`src/hdl/smfp_pkg.sv`:
```
`timescale 1ns / 1ps

package smfp_pkg;

  // Field numbers captured by the schema
  localparam logic [4:0] FLD_ADDRESS   = 5'd1;
  localparam logic [4:0] FLD_TEAM      = 5'd3;
  localparam logic [4:0] FLD_ROBOT     = 5'd4;
  localparam logic [4:0] FLD_BATTERY   = 5'd5;
  localparam logic [4:0] FLD_CAPACITOR = 5'd6;
  localparam logic [4:0] FLD_VISION    = 5'd7;
  localparam logic [4:0] FLD_INFRARED  = 5'd8;
  localparam logic [4:0] FLD_IMU       = 5'd9;

  // Wire types
  localparam logic [2:0] WT_VARINT  = 3'd0;
  localparam logic [2:0] WT_FIXED64 = 3'd1;
  localparam logic [2:0] WT_LENGTH  = 3'd2;
  localparam logic [2:0] WT_FIXED32 = 3'd5;

  // Seen-mask bit positions
  localparam int unsigned SEEN_ADDRESS   = 0;
  localparam int unsigned SEEN_BATTERY   = 1;
  localparam int unsigned SEEN_CAPACITOR = 2;
  localparam int unsigned SEEN_VISION    = 3;
  localparam int unsigned SEEN_INFRARED  = 4;
  localparam int unsigned SEEN_IMU       = 5;

  // What a byte means if it turns up as a tag
  typedef enum logic [2:0] {
    ACT_VALUE,
    ACT_LEN,
    ACT_SKIP4,
    ACT_SKIP8,
    ACT_ERROR
  } tag_act_e;

  typedef struct packed {
    logic [7:0] data;
    logic       last;
    logic [4:0] fid;
    logic       cont;
    tag_act_e   act;
  } byte_item_t;

  typedef struct packed {
    logic        valid_status;
    logic        malformed;
    logic [31:0] team_code;
    logic [30:0] robot_number;
    logic [31:0] battery_level;
    logic [31:0] address_last_octet;
    logic [31:0] capacitor_level;
    logic [31:0] infrared_reading;
    logic        vision_ok;
    logic        imu_fitted;
    logic [5:0]  present_mask;
  } result_t;

  function automatic tag_act_e classify(logic [4:0] fid, logic [2:0] wt);
    logic known;
    tag_act_e act;
    known = (fid == FLD_ADDRESS) || ((fid >= FLD_TEAM) && (fid <= FLD_IMU));
    if (known) begin
      act = (wt == WT_VARINT) ? ACT_VALUE : ACT_ERROR;
    end else begin
      unique case (wt)
        WT_VARINT:  act = ACT_VALUE;
        WT_LENGTH:  act = ACT_LEN;
        WT_FIXED32: act = ACT_SKIP4;
        WT_FIXED64: act = ACT_SKIP8;
        default:    act = ACT_ERROR;
      endcase
    end
    return act;
  endfunction

  // Zigzag decode, truncated to 32 bits
  function automatic logic [31:0] zz32(logic [63:0] v);
    return v[32:1] ^ {32{v[0]}};
  endfunction

endpackage

```
`src/hdl/smfp_front.sv`:
```
`timescale 1ns / 1ps

// Input side: two-entry byte queue, tag decode done on the way in
module smfp_front (
  input  logic                 clk_i,
  input  logic                 rst_ni,
  input  logic                 push,
  input  logic [7:0]           data_byte_i,
  input  logic                 last_byte_i,
  output logic                 full,
  output logic                 head_valid_o,
  output smfp_pkg::byte_item_t head_o,
  input  logic                 take_i
);

  smfp_pkg::byte_item_t mem_q [2];
  smfp_pkg::byte_item_t item;
  logic [1:0] count_q, count_d;
  logic       wr_ptr_q, rd_ptr_q;
  logic       wr_en, rd_en;

  assign full         = (count_q == 2'd2);
  assign head_valid_o = (count_q != 2'd0);
  assign head_o       = mem_q[rd_ptr_q];
  assign wr_en        = push && !full;
  assign rd_en        = take_i && head_valid_o;

  always_comb begin
    item.data = data_byte_i;
    item.last = last_byte_i;
    item.fid  = data_byte_i[7:3];
    item.cont = data_byte_i[7];
    item.act  = smfp_pkg::classify(data_byte_i[7:3], data_byte_i[2:0]);
  end

  always_comb begin
    count_d = count_q;
    if (wr_en && !rd_en) begin
      count_d = count_q + 2'd1;
    end else if (rd_en && !wr_en) begin
      count_d = count_q - 2'd1;
    end
  end

  always_ff @(posedge clk_i or negedge rst_ni) begin
    if (!rst_ni) begin
      count_q  <= 2'd0;
      wr_ptr_q <= 1'b0;
      rd_ptr_q <= 1'b0;
    end else begin
      count_q <= count_d;
      if (wr_en) wr_ptr_q <= ~wr_ptr_q;
      if (rd_en) rd_ptr_q <= ~rd_ptr_q;
    end
  end

  always_ff @(posedge clk_i) begin
    if (wr_en) mem_q[wr_ptr_q] <= item;
  end

endmodule

```
`src/hdl/smfp_parser.sv`:
```
`timescale 1ns / 1ps

// Parse engine: one byte per cycle while a final byte has room to go, builds one result per datagram
module smfp_parser (
  input  logic                 clk_i,
  input  logic                 rst_ni,
  input  logic                 head_valid_i,
  input  smfp_pkg::byte_item_t head_i,
  output logic                 take_o,
  input  logic                 space_i,
  output logic                 res_valid_o,
  output smfp_pkg::result_t    res_o
);

  localparam logic [1:0] PH_TAG   = 2'd0;
  localparam logic [1:0] PH_VALUE = 2'd1;
  localparam logic [1:0] PH_LEN   = 2'd2;
  localparam logic [1:0] PH_SKIP  = 2'd3;

  logic [1:0]  phase_q, phase_d;
  logic [4:0]  fid_q, fid_d;
  logic [63:0] acc_q, acc_d;
  logic [6:0]  shift_q, shift_d;
  logic [63:0] skip_q, skip_d;
  logic [31:0] team_q, team_d;
  logic [31:0] robot_q, robot_d;
  logic [31:0] battery_q, battery_d;
  logic [31:0] address_q, address_d;
  logic [31:0] capacitor_q, capacitor_d;
  logic [31:0] infrared_q, infrared_d;
  logic [1:0]  flags_q, flags_d;
  logic [5:0]  seen_q, seen_d;
  logic        core_q, core_d;
  logic        err_q, err_d;
  logic [63:0] value;

  // A final byte needs room in the result queue
  assign take_o      = head_valid_i && (!head_i.last || space_i);
  assign res_valid_o = take_o && head_i.last;

  assign value = acc_q | ({57'd0, head_i.data[6:0]} << shift_q[5:0]);

  always_comb begin
    phase_d     = phase_q;
    fid_d       = fid_q;
    acc_d       = acc_q;
    shift_d     = shift_q;
    skip_d      = skip_q;
    team_d      = team_q;
    robot_d     = robot_q;
    battery_d   = battery_q;
    address_d   = address_q;
    capacitor_d = capacitor_q;
    infrared_d  = infrared_q;
    flags_d     = flags_q;
    seen_d      = seen_q;
    core_d      = core_q;
    err_d       = err_q;
    res_o       = '0;

    if (take_o && !err_q) begin
      unique case (phase_q)
        PH_TAG: begin
          fid_d   = head_i.fid;
          acc_d   = 64'd0;
          shift_d = 7'd0;
          unique case (head_i.act)
            smfp_pkg::ACT_VALUE: phase_d = PH_VALUE;
            smfp_pkg::ACT_LEN:   phase_d = PH_LEN;
            smfp_pkg::ACT_SKIP4: begin
              skip_d  = 64'd4;
              phase_d = PH_SKIP;
            end
            smfp_pkg::ACT_SKIP8: begin
              skip_d  = 64'd8;
              phase_d = PH_SKIP;
            end
            default: err_d = 1'b1;
          endcase
        end
        PH_VALUE, PH_LEN: begin
          acc_d = value;
          if (!head_i.cont) begin
            if (phase_q == PH_VALUE) begin
              phase_d = PH_TAG;
              unique case (fid_q)
                smfp_pkg::FLD_ADDRESS: begin
                  address_d = smfp_pkg::zz32(value);
                  seen_d[smfp_pkg::SEEN_ADDRESS] = 1'b1;
                end
                smfp_pkg::FLD_TEAM: begin
                  team_d = value[31:0];
                  core_d = 1'b1;
                end
                smfp_pkg::FLD_ROBOT: begin
                  robot_d = value[31:0];
                  core_d  = 1'b1;
                end
                smfp_pkg::FLD_BATTERY: begin
                  battery_d = smfp_pkg::zz32(value);
                  core_d    = 1'b1;
                  seen_d[smfp_pkg::SEEN_BATTERY] = 1'b1;
                end
                smfp_pkg::FLD_CAPACITOR: begin
                  capacitor_d = smfp_pkg::zz32(value);
                  seen_d[smfp_pkg::SEEN_CAPACITOR] = 1'b1;
                end
                smfp_pkg::FLD_VISION: begin
                  flags_d[0] = (value != 64'd0);
                  seen_d[smfp_pkg::SEEN_VISION] = 1'b1;
                end
                smfp_pkg::FLD_INFRARED: begin
                  infrared_d = smfp_pkg::zz32(value);
                  seen_d[smfp_pkg::SEEN_INFRARED] = 1'b1;
                end
                smfp_pkg::FLD_IMU: begin
                  flags_d[1] = (value != 64'd0);
                  seen_d[smfp_pkg::SEEN_IMU] = 1'b1;
                end
                default: ;
              endcase
            end else begin
              skip_d  = value;
              phase_d = (value == 64'd0) ? PH_TAG : PH_SKIP;
            end
          end else begin
            shift_d = shift_q + 7'd7;
            if (shift_d > 7'd63) err_d = 1'b1;
          end
        end
        PH_SKIP: begin
          skip_d = skip_q - 64'd1;
          if (skip_q == 64'd1) phase_d = PH_TAG;
        end
        default: ;
      endcase
    end

    if (res_valid_o) begin
      // Datagram ended inside a varint
      if (phase_d == PH_VALUE || phase_d == PH_LEN) err_d = 1'b1;

      res_o.valid_status       = !err_d && core_d && (team_d != 32'd0);
      res_o.malformed          = err_d;
      res_o.team_code          = team_d;
      res_o.robot_number       = robot_d[31] ? 31'd0 : robot_d[30:0];
      res_o.battery_level      = battery_d;
      res_o.address_last_octet = address_d;
      res_o.capacitor_level    = capacitor_d;
      res_o.infrared_reading   = infrared_d;
      res_o.vision_ok          = flags_d[0];
      res_o.imu_fitted         = flags_d[1];
      res_o.present_mask       = seen_d;

      phase_d     = PH_TAG;
      fid_d       = 5'd0;
      acc_d       = 64'd0;
      shift_d     = 7'd0;
      skip_d      = 64'd0;
      team_d      = 32'd0;
      robot_d     = '1;
      battery_d   = 32'd0;
      address_d   = 32'd0;
      capacitor_d = 32'd0;
      infrared_d  = 32'd0;
      flags_d     = 2'd0;
      seen_d      = 6'd0;
      core_d      = 1'b0;
      err_d       = 1'b0;
    end
  end

  always_ff @(posedge clk_i or negedge rst_ni) begin
    if (!rst_ni) begin
      phase_q     <= PH_TAG;
      fid_q       <= 5'd0;
      acc_q       <= 64'd0;
      shift_q     <= 7'd0;
      skip_q      <= 64'd0;
      team_q      <= 32'd0;
      robot_q     <= '1;
      battery_q   <= 32'd0;
      address_q   <= 32'd0;
      capacitor_q <= 32'd0;
      infrared_q  <= 32'd0;
      flags_q     <= 2'd0;
      seen_q      <= 6'd0;
      core_q      <= 1'b0;
      err_q       <= 1'b0;
    end else begin
      phase_q     <= phase_d;
      fid_q       <= fid_d;
      acc_q       <= acc_d;
      shift_q     <= shift_d;
      skip_q      <= skip_d;
      team_q      <= team_d;
      robot_q     <= robot_d;
      battery_q   <= battery_d;
      address_q   <= address_d;
      capacitor_q <= capacitor_d;
      infrared_q  <= infrared_d;
      flags_q     <= flags_d;
      seen_q      <= seen_d;
      core_q      <= core_d;
      err_q       <= err_d;
    end
  end

endmodule

```
`src/hdl/smfp_out_queue.sv`:
```
`timescale 1ns / 1ps

// Two-entry result queue
module smfp_out_queue (
  input  logic              clk_i,
  input  logic              rst_ni,
  input  logic              wr_i,
  input  smfp_pkg::result_t wr_data_i,
  output logic              space_o,
  output logic              empty,
  input  logic              pop,
  output smfp_pkg::result_t head_o
);

  smfp_pkg::result_t mem_q [2];
  logic [1:0] count_q, count_d;
  logic       wr_ptr_q, rd_ptr_q;
  logic       rd_en;

  assign empty   = (count_q == 2'd0);
  assign rd_en   = pop && !empty;
  assign space_o = (count_q != 2'd2) || rd_en;
  assign head_o  = mem_q[rd_ptr_q];

  always_comb begin
    count_d = count_q;
    if (wr_i && !rd_en) begin
      count_d = count_q + 2'd1;
    end else if (rd_en && !wr_i) begin
      count_d = count_q - 2'd1;
    end
  end

  always_ff @(posedge clk_i or negedge rst_ni) begin
    if (!rst_ni) begin
      count_q  <= 2'd0;
      wr_ptr_q <= 1'b0;
      rd_ptr_q <= 1'b0;
    end else begin
      count_q <= count_d;
      if (wr_i)  wr_ptr_q <= ~wr_ptr_q;
      if (rd_en) rd_ptr_q <= ~rd_ptr_q;
    end
  end

  always_ff @(posedge clk_i) begin
    if (wr_i) mem_q[wr_ptr_q] <= wr_data_i;
  end

endmodule

```
`src/hdl/status_message_field_parser.sv`:
```
`timescale 1ns / 1ps

// Status message field parser: decodes one protobuf-style datagram per result.
// Input channel: a queue write port. A byte (data_byte_i, last_byte_i marks
//   the final byte) is taken on a rising edge with push high and full low.
// Result channel: a queue read port. While empty is low the oldest result
//   sits on the result ports; it is taken on an edge with pop high.
// Throughput: one byte per cycle while final bytes find room in the result
//   queue, set by the parse engine (tag decode, varint shift-in, 64-bit skip
//   countdown). Result path: a final byte is written into the input queue,
//   then parsed and written into the result queue, whose head is shown on
//   the result ports until popped.
// Reset: both queues empty, parse state back to expecting a tag.
// Receiver stall: up to two results are held; after that the final byte of
//   the next datagram waits at the head of the input queue, which then
//   fills and raises full. Ordinary bytes keep flowing until a final byte
//   has nowhere to go.
module status_message_field_parser (
  input  logic               clk_i,
  input  logic               rst_ni,
  input  logic               push,
  input  logic [7:0]         data_byte_i,
  input  logic               last_byte_i,
  output logic               full,
  output logic               empty,
  input  logic               pop,
  output logic               valid_status_o,
  output logic               malformed_o,
  output logic signed [31:0] team_code_o,
  output logic [30:0]        robot_number_o,
  output logic signed [31:0] battery_level_o,
  output logic signed [31:0] address_last_octet_o,
  output logic signed [31:0] capacitor_level_o,
  output logic signed [31:0] infrared_reading_o,
  output logic               vision_ok_o,
  output logic               imu_fitted_o,
  output logic [5:0]         present_mask_o
);

  smfp_pkg::byte_item_t head;
  smfp_pkg::result_t    res;
  smfp_pkg::result_t    out;
  logic head_valid;
  logic take;
  logic res_valid;
  logic space;

  // Front end: queue each byte together with its tag decode
  smfp_front u_front (
    .clk_i        (clk_i),
    .rst_ni       (rst_ni),
    .push         (push),
    .data_byte_i  (data_byte_i),
    .last_byte_i  (last_byte_i),
    .full         (full),
    .head_valid_o (head_valid),
    .head_o       (head),
    .take_i       (take)
  );

  // Back end: parse state and captured fields
  smfp_parser u_parser (
    .clk_i        (clk_i),
    .rst_ni       (rst_ni),
    .head_valid_i (head_valid),
    .head_i       (head),
    .take_o       (take),
    .space_i      (space),
    .res_valid_o  (res_valid),
    .res_o        (res)
  );

  // Finished results wait here for the receiver
  smfp_out_queue u_out_queue (
    .clk_i     (clk_i),
    .rst_ni    (rst_ni),
    .wr_i      (res_valid),
    .wr_data_i (res),
    .space_o   (space),
    .empty     (empty),
    .pop       (pop),
    .head_o    (out)
  );

  assign valid_status_o       = out.valid_status;
  assign malformed_o          = out.malformed;
  assign team_code_o          = $signed(out.team_code);
  assign robot_number_o       = out.robot_number;
  assign battery_level_o      = $signed(out.battery_level);
  assign address_last_octet_o = $signed(out.address_last_octet);
  assign capacitor_level_o    = $signed(out.capacitor_level);
  assign infrared_reading_o   = $signed(out.infrared_reading);
  assign vision_ok_o          = out.vision_ok;
  assign imu_fitted_o         = out.imu_fitted;
  assign present_mask_o       = out.present_mask;

endmodule

```
`config.mk`:
```
export PLATFORM = sky130hd
export DESIGN_NAME = status_message_field_parser
export DESIGN_NICKNAME = d
export VERILOG_FILES = /design/src/hdl/smfp_pkg.sv /design/src/hdl/smfp_front.sv /design/src/hdl/smfp_parser.sv /design/src/hdl/smfp_out_queue.sv /design/src/hdl/status_message_field_parser.sv
export SDC_FILE = /design/constraint.sdc
export NUM_CORES = 1
export LEC_CHECK = 0
export ABC_AREA = 1
export BUFFER_PORTS_ARGS = -buffer_cell sky130_fd_sc_hd__buf_2
export CORE_ASPECT_RATIO = 2
export CORE_MARGIN = 5
export CORE_UTILIZATION = 45
export DETAILED_ROUTE_END_ITERATION = 6
export HOLD_SLACK_MARGIN = 0.1
export PLACE_DENSITY = 0.73
export SLEW_MARGIN = 20
export SYNTH_ARGS = -nofsm -noshare
export SYNTH_HDL_FRONTEND = slang
export SYNTH_HIERARCHICAL = 1
export SYNTH_SLANG_ARGS = --single-unit
```
`constraint.sdc`:
```
create_clock -name clk_i -period 11.55 [get_ports clk_i]
set_input_delay 1.155 -clock clk_i [delete_from_list [all_inputs] [get_ports clk_i]]
set_output_delay 1.155 -clock clk_i [all_outputs]
set_load 0.02 [all_outputs]
```
==> results.toml <==
[global_route]
grt_overflow = 0
grt_pass1_wl_mm = 151
track_usage_pct = 22.9
grt_pass1_vias = 25600
grt_antenna_before_repair = 5
grt_max_degree = 177

[drt]
viasPerCell = 5.40
routedWlPerCell_um = 20.7
drc_errors = 0
wl_mm = 100
drt_iter0_markers = 2310
drtPass1Iterations = 6
postRouteAntennaNets = 0
vias = 26100

[placement]
dp_slack_ns = 5.63
hpwl_mm = 68.6
gp_congestion = 0.988
io_buffers = 215
dpl_cell_area_um2 = 37100

[power_and_ir_drop]
p_switching_mw = 5.35
leakage_nw = 18.4
ir_drop_mv = 0.185
p_per_area_nw_per_um2 = 288
power_mw = 11.3
p_int_mw = 5.92
clockPowerShare_pct = 19.2
switching_share_pct = 47.5
combPwrFrac_pct = 47.4
power_frac_seq_pct = 33.4

[timing]
worst_pin_slew_ns = 1.10
slew_violations = 0
setup_violations = 0
fin_crit_sh_pct = 49.7
fin_setup_tns_ns = 0
final.setup.worst_slack_ns = 5.81
rsz0062_at_grt = "no"
hold_violations = 0
skew_ns = 0.0205
slew_headroom_pct = 26.8
fmax_ghz = 0.174
period_minus_slack_ns = 5.74

[die]
row_count = 145
core_area_um2 = 78000
die_w_um = 208
start_util_pct = 45.4
die-height_um = 407
dieArea_um2 = 84700
io_pins = 216

[cts]
cts_tree = "yes"
cts_sinks = 778
post_cts_buffers = 0
cts_inserted_buffers = 60
clockRootBuffer = "clkbuf_16"
clk_pin_slew_ns = 0.08
cts_hold_buf = 0
htree_levels = 2
ctsResizeCount = 0
clock_latency_ns = 0.64
clock_tree.buffer_depth = 3

[final_layout]
regArea_um2 = 21600
utilization_pct = 50.2
multi_input_area_um2 = 11700
fin_nets = 3780
fin_area_um2 = 39100
area_delta_synth_final_pct = 10.6
drive_gt1_share_pct = 13.1
nFillCells = 7023

[setup_path]
crit_top_cell = "buf_4"
slowest_stage = "buf_4"
crit_buf_inv = 8
cp.arrival_ns = 6.21
startpoint_type = "flip-flop"
worstSetupPathType = "flip-flop to flip-flop"
crit_path_max_fanout = 65
critPathCaptureType = "flip-flop"
cp_slowest_stage_delay_ns = 0.72
reg2reg_slack_ns = 5.81
critical-path-top-delay-family = "buffers and inverters"
cp_cell_sequence = "inv_1 > nand2_1 > nand2_1 > inv_2 > o21ai_1 > inv_1 > nand2_4 > buf_4 > buf_4 > nand2_1 > o21ai_1 > inv_1 > buf_4 > nand2_2 > buf_4 > o22ai_1"
required_ns = 12.03

[synthesis]
avgSynthCellArea_um2 = 9.72
synth_cells = 3641
syn_nets = 3664
syn_area_um2 = 35400
synth_warnings = 6

[worst_hold_path]
hold_class = "flip-flop to flip-flop"

[flow_run]
maxCapViolations = 0

[run_status]
status = "completed"
## metrics by stage
stage | cells | hold WS [ns]
2_1_floorplan | 3641 | 0.452
3_3_place_gp | 4724 | 0.468
3_5_place_dp | 4724 | 0.472
4_1_cts | 4838 | 0.490
5_1_grt | 4839 | 0.526
6_report | 4839 | 0.496
## registers in the layout (all words and copies together) (netlist names), 32 cells and up
register              count
u_parser/team_q          32
u_out_queue/mem_q       402
u_parser/battery_q       32
u_parser/infrared_q      32
u_parser/skip_q          64
u_parser/capacitor_q     32
u_parser/address_q       32
u_parser/robot_q         32
u_parser/acc_q           64
## cell type report
| cell class | count | share of cell area (%) |
|---|---|---|
| inverter | 294 | 2.87 |
| clock inverter | 35 | 0.972 |
| sequential | 778 | 55.3 |
| clock buffer | 79 | 4.26 |
| tap | 1029 | 3.29 |
| antenna | 1 | 0.00639 |
| timing repair buffer | 249 | 3.46 |
| multi-input combinational | 2374 | 29.8 |
## metal layers
metal	share of wire, %	GRT usage, %	wire length (um)
met5	0.063	0	63
met4	8.7	16.4	8730
met3	5.3	3.01	5350
met2	51	40.6	50700
met1	35	25.1	35200
## worst min-delay path: stages, from the launching register on
cell and delay [ns]:
dfrtp_1 0.36, nand2_1 0.05, o31ai_1 0.05
## power by group through the flow
stage / registers, mW / logic [mW] / clock network, mW
floorplan: 3.88 / 3.53 / 0
global placement: 3.80 / 5.26 / 0
detailed placement: 3.82 / 5.31 / 0
CTS: 3.76 / 5.33 / 2.20
global route: 3.81 / 5.73 / 2.30
finish: 3.76 / 5.34 / 2.16
## cells in the final DEF (no fill, tap or decap), types with 7 or more instances in the layout
| cell type | instances |
|---|---|
| nand2_1 | 1002 |
| nor2_1 | 540 |
| edfxtp_1 | 426 |
| dfrtp_1 | 319 |
| inv_1 | 264 |
| buf_2 | 214 |
| o21ai_0 | 141 |
| mux2i_1 | 126 |
| nand3_1 | 73 |
| nand4_1 | 73 |
| o22ai_1 | 67 |
| a21oi_1 | 65 |
| clkbuf_16 | 63 |
| xor2_1 | 39 |
| buf_4 | 33 |
| dfstp_2 | 32 |
| nand3_2 | 25 |
| o32ai_1 | 25 |
| nand2_2 | 22 |
| nor3_1 | 21 |
| inv_2 | 20 |
| a22oi_1 | 19 |
| o21ai_1 | 18 |
| o31ai_1 | 14 |
| clkbuf_1 | 13 |
| clkinv_2 | 12 |
| nor4_1 | 12 |
| nor2_4 | 10 |
| nor2_2 | 9 |
| ha_1 | 9 |
| a31oi_1 | 9 |
| nand2_4 | 9 |
| a32oi_1 | 8 |
| inv_8 | 7 |
| clkinv_1 | 7 |
## worst paths after layout
check	from	to	cells past startpoint
worst max-delay path	u_front/rd_ptr_q	u_parser/acc_q[54]	16
worst min-delay path	u_parser/acc_q[1]	u_parser/acc_q[1]	2
worst max register to register	u_front/rd_ptr_q	u_parser/acc_q[54]	16
worst min register to register	u_parser/acc_q[1]	u_parser/acc_q[1]	2
max in group asynchronous	rst_ni	u_out_queue/rd_ptr_q	3
min in group asynchronous	rst_ni	u_parser/address_q[25]	1
Power figures use the tool's default switching activity.
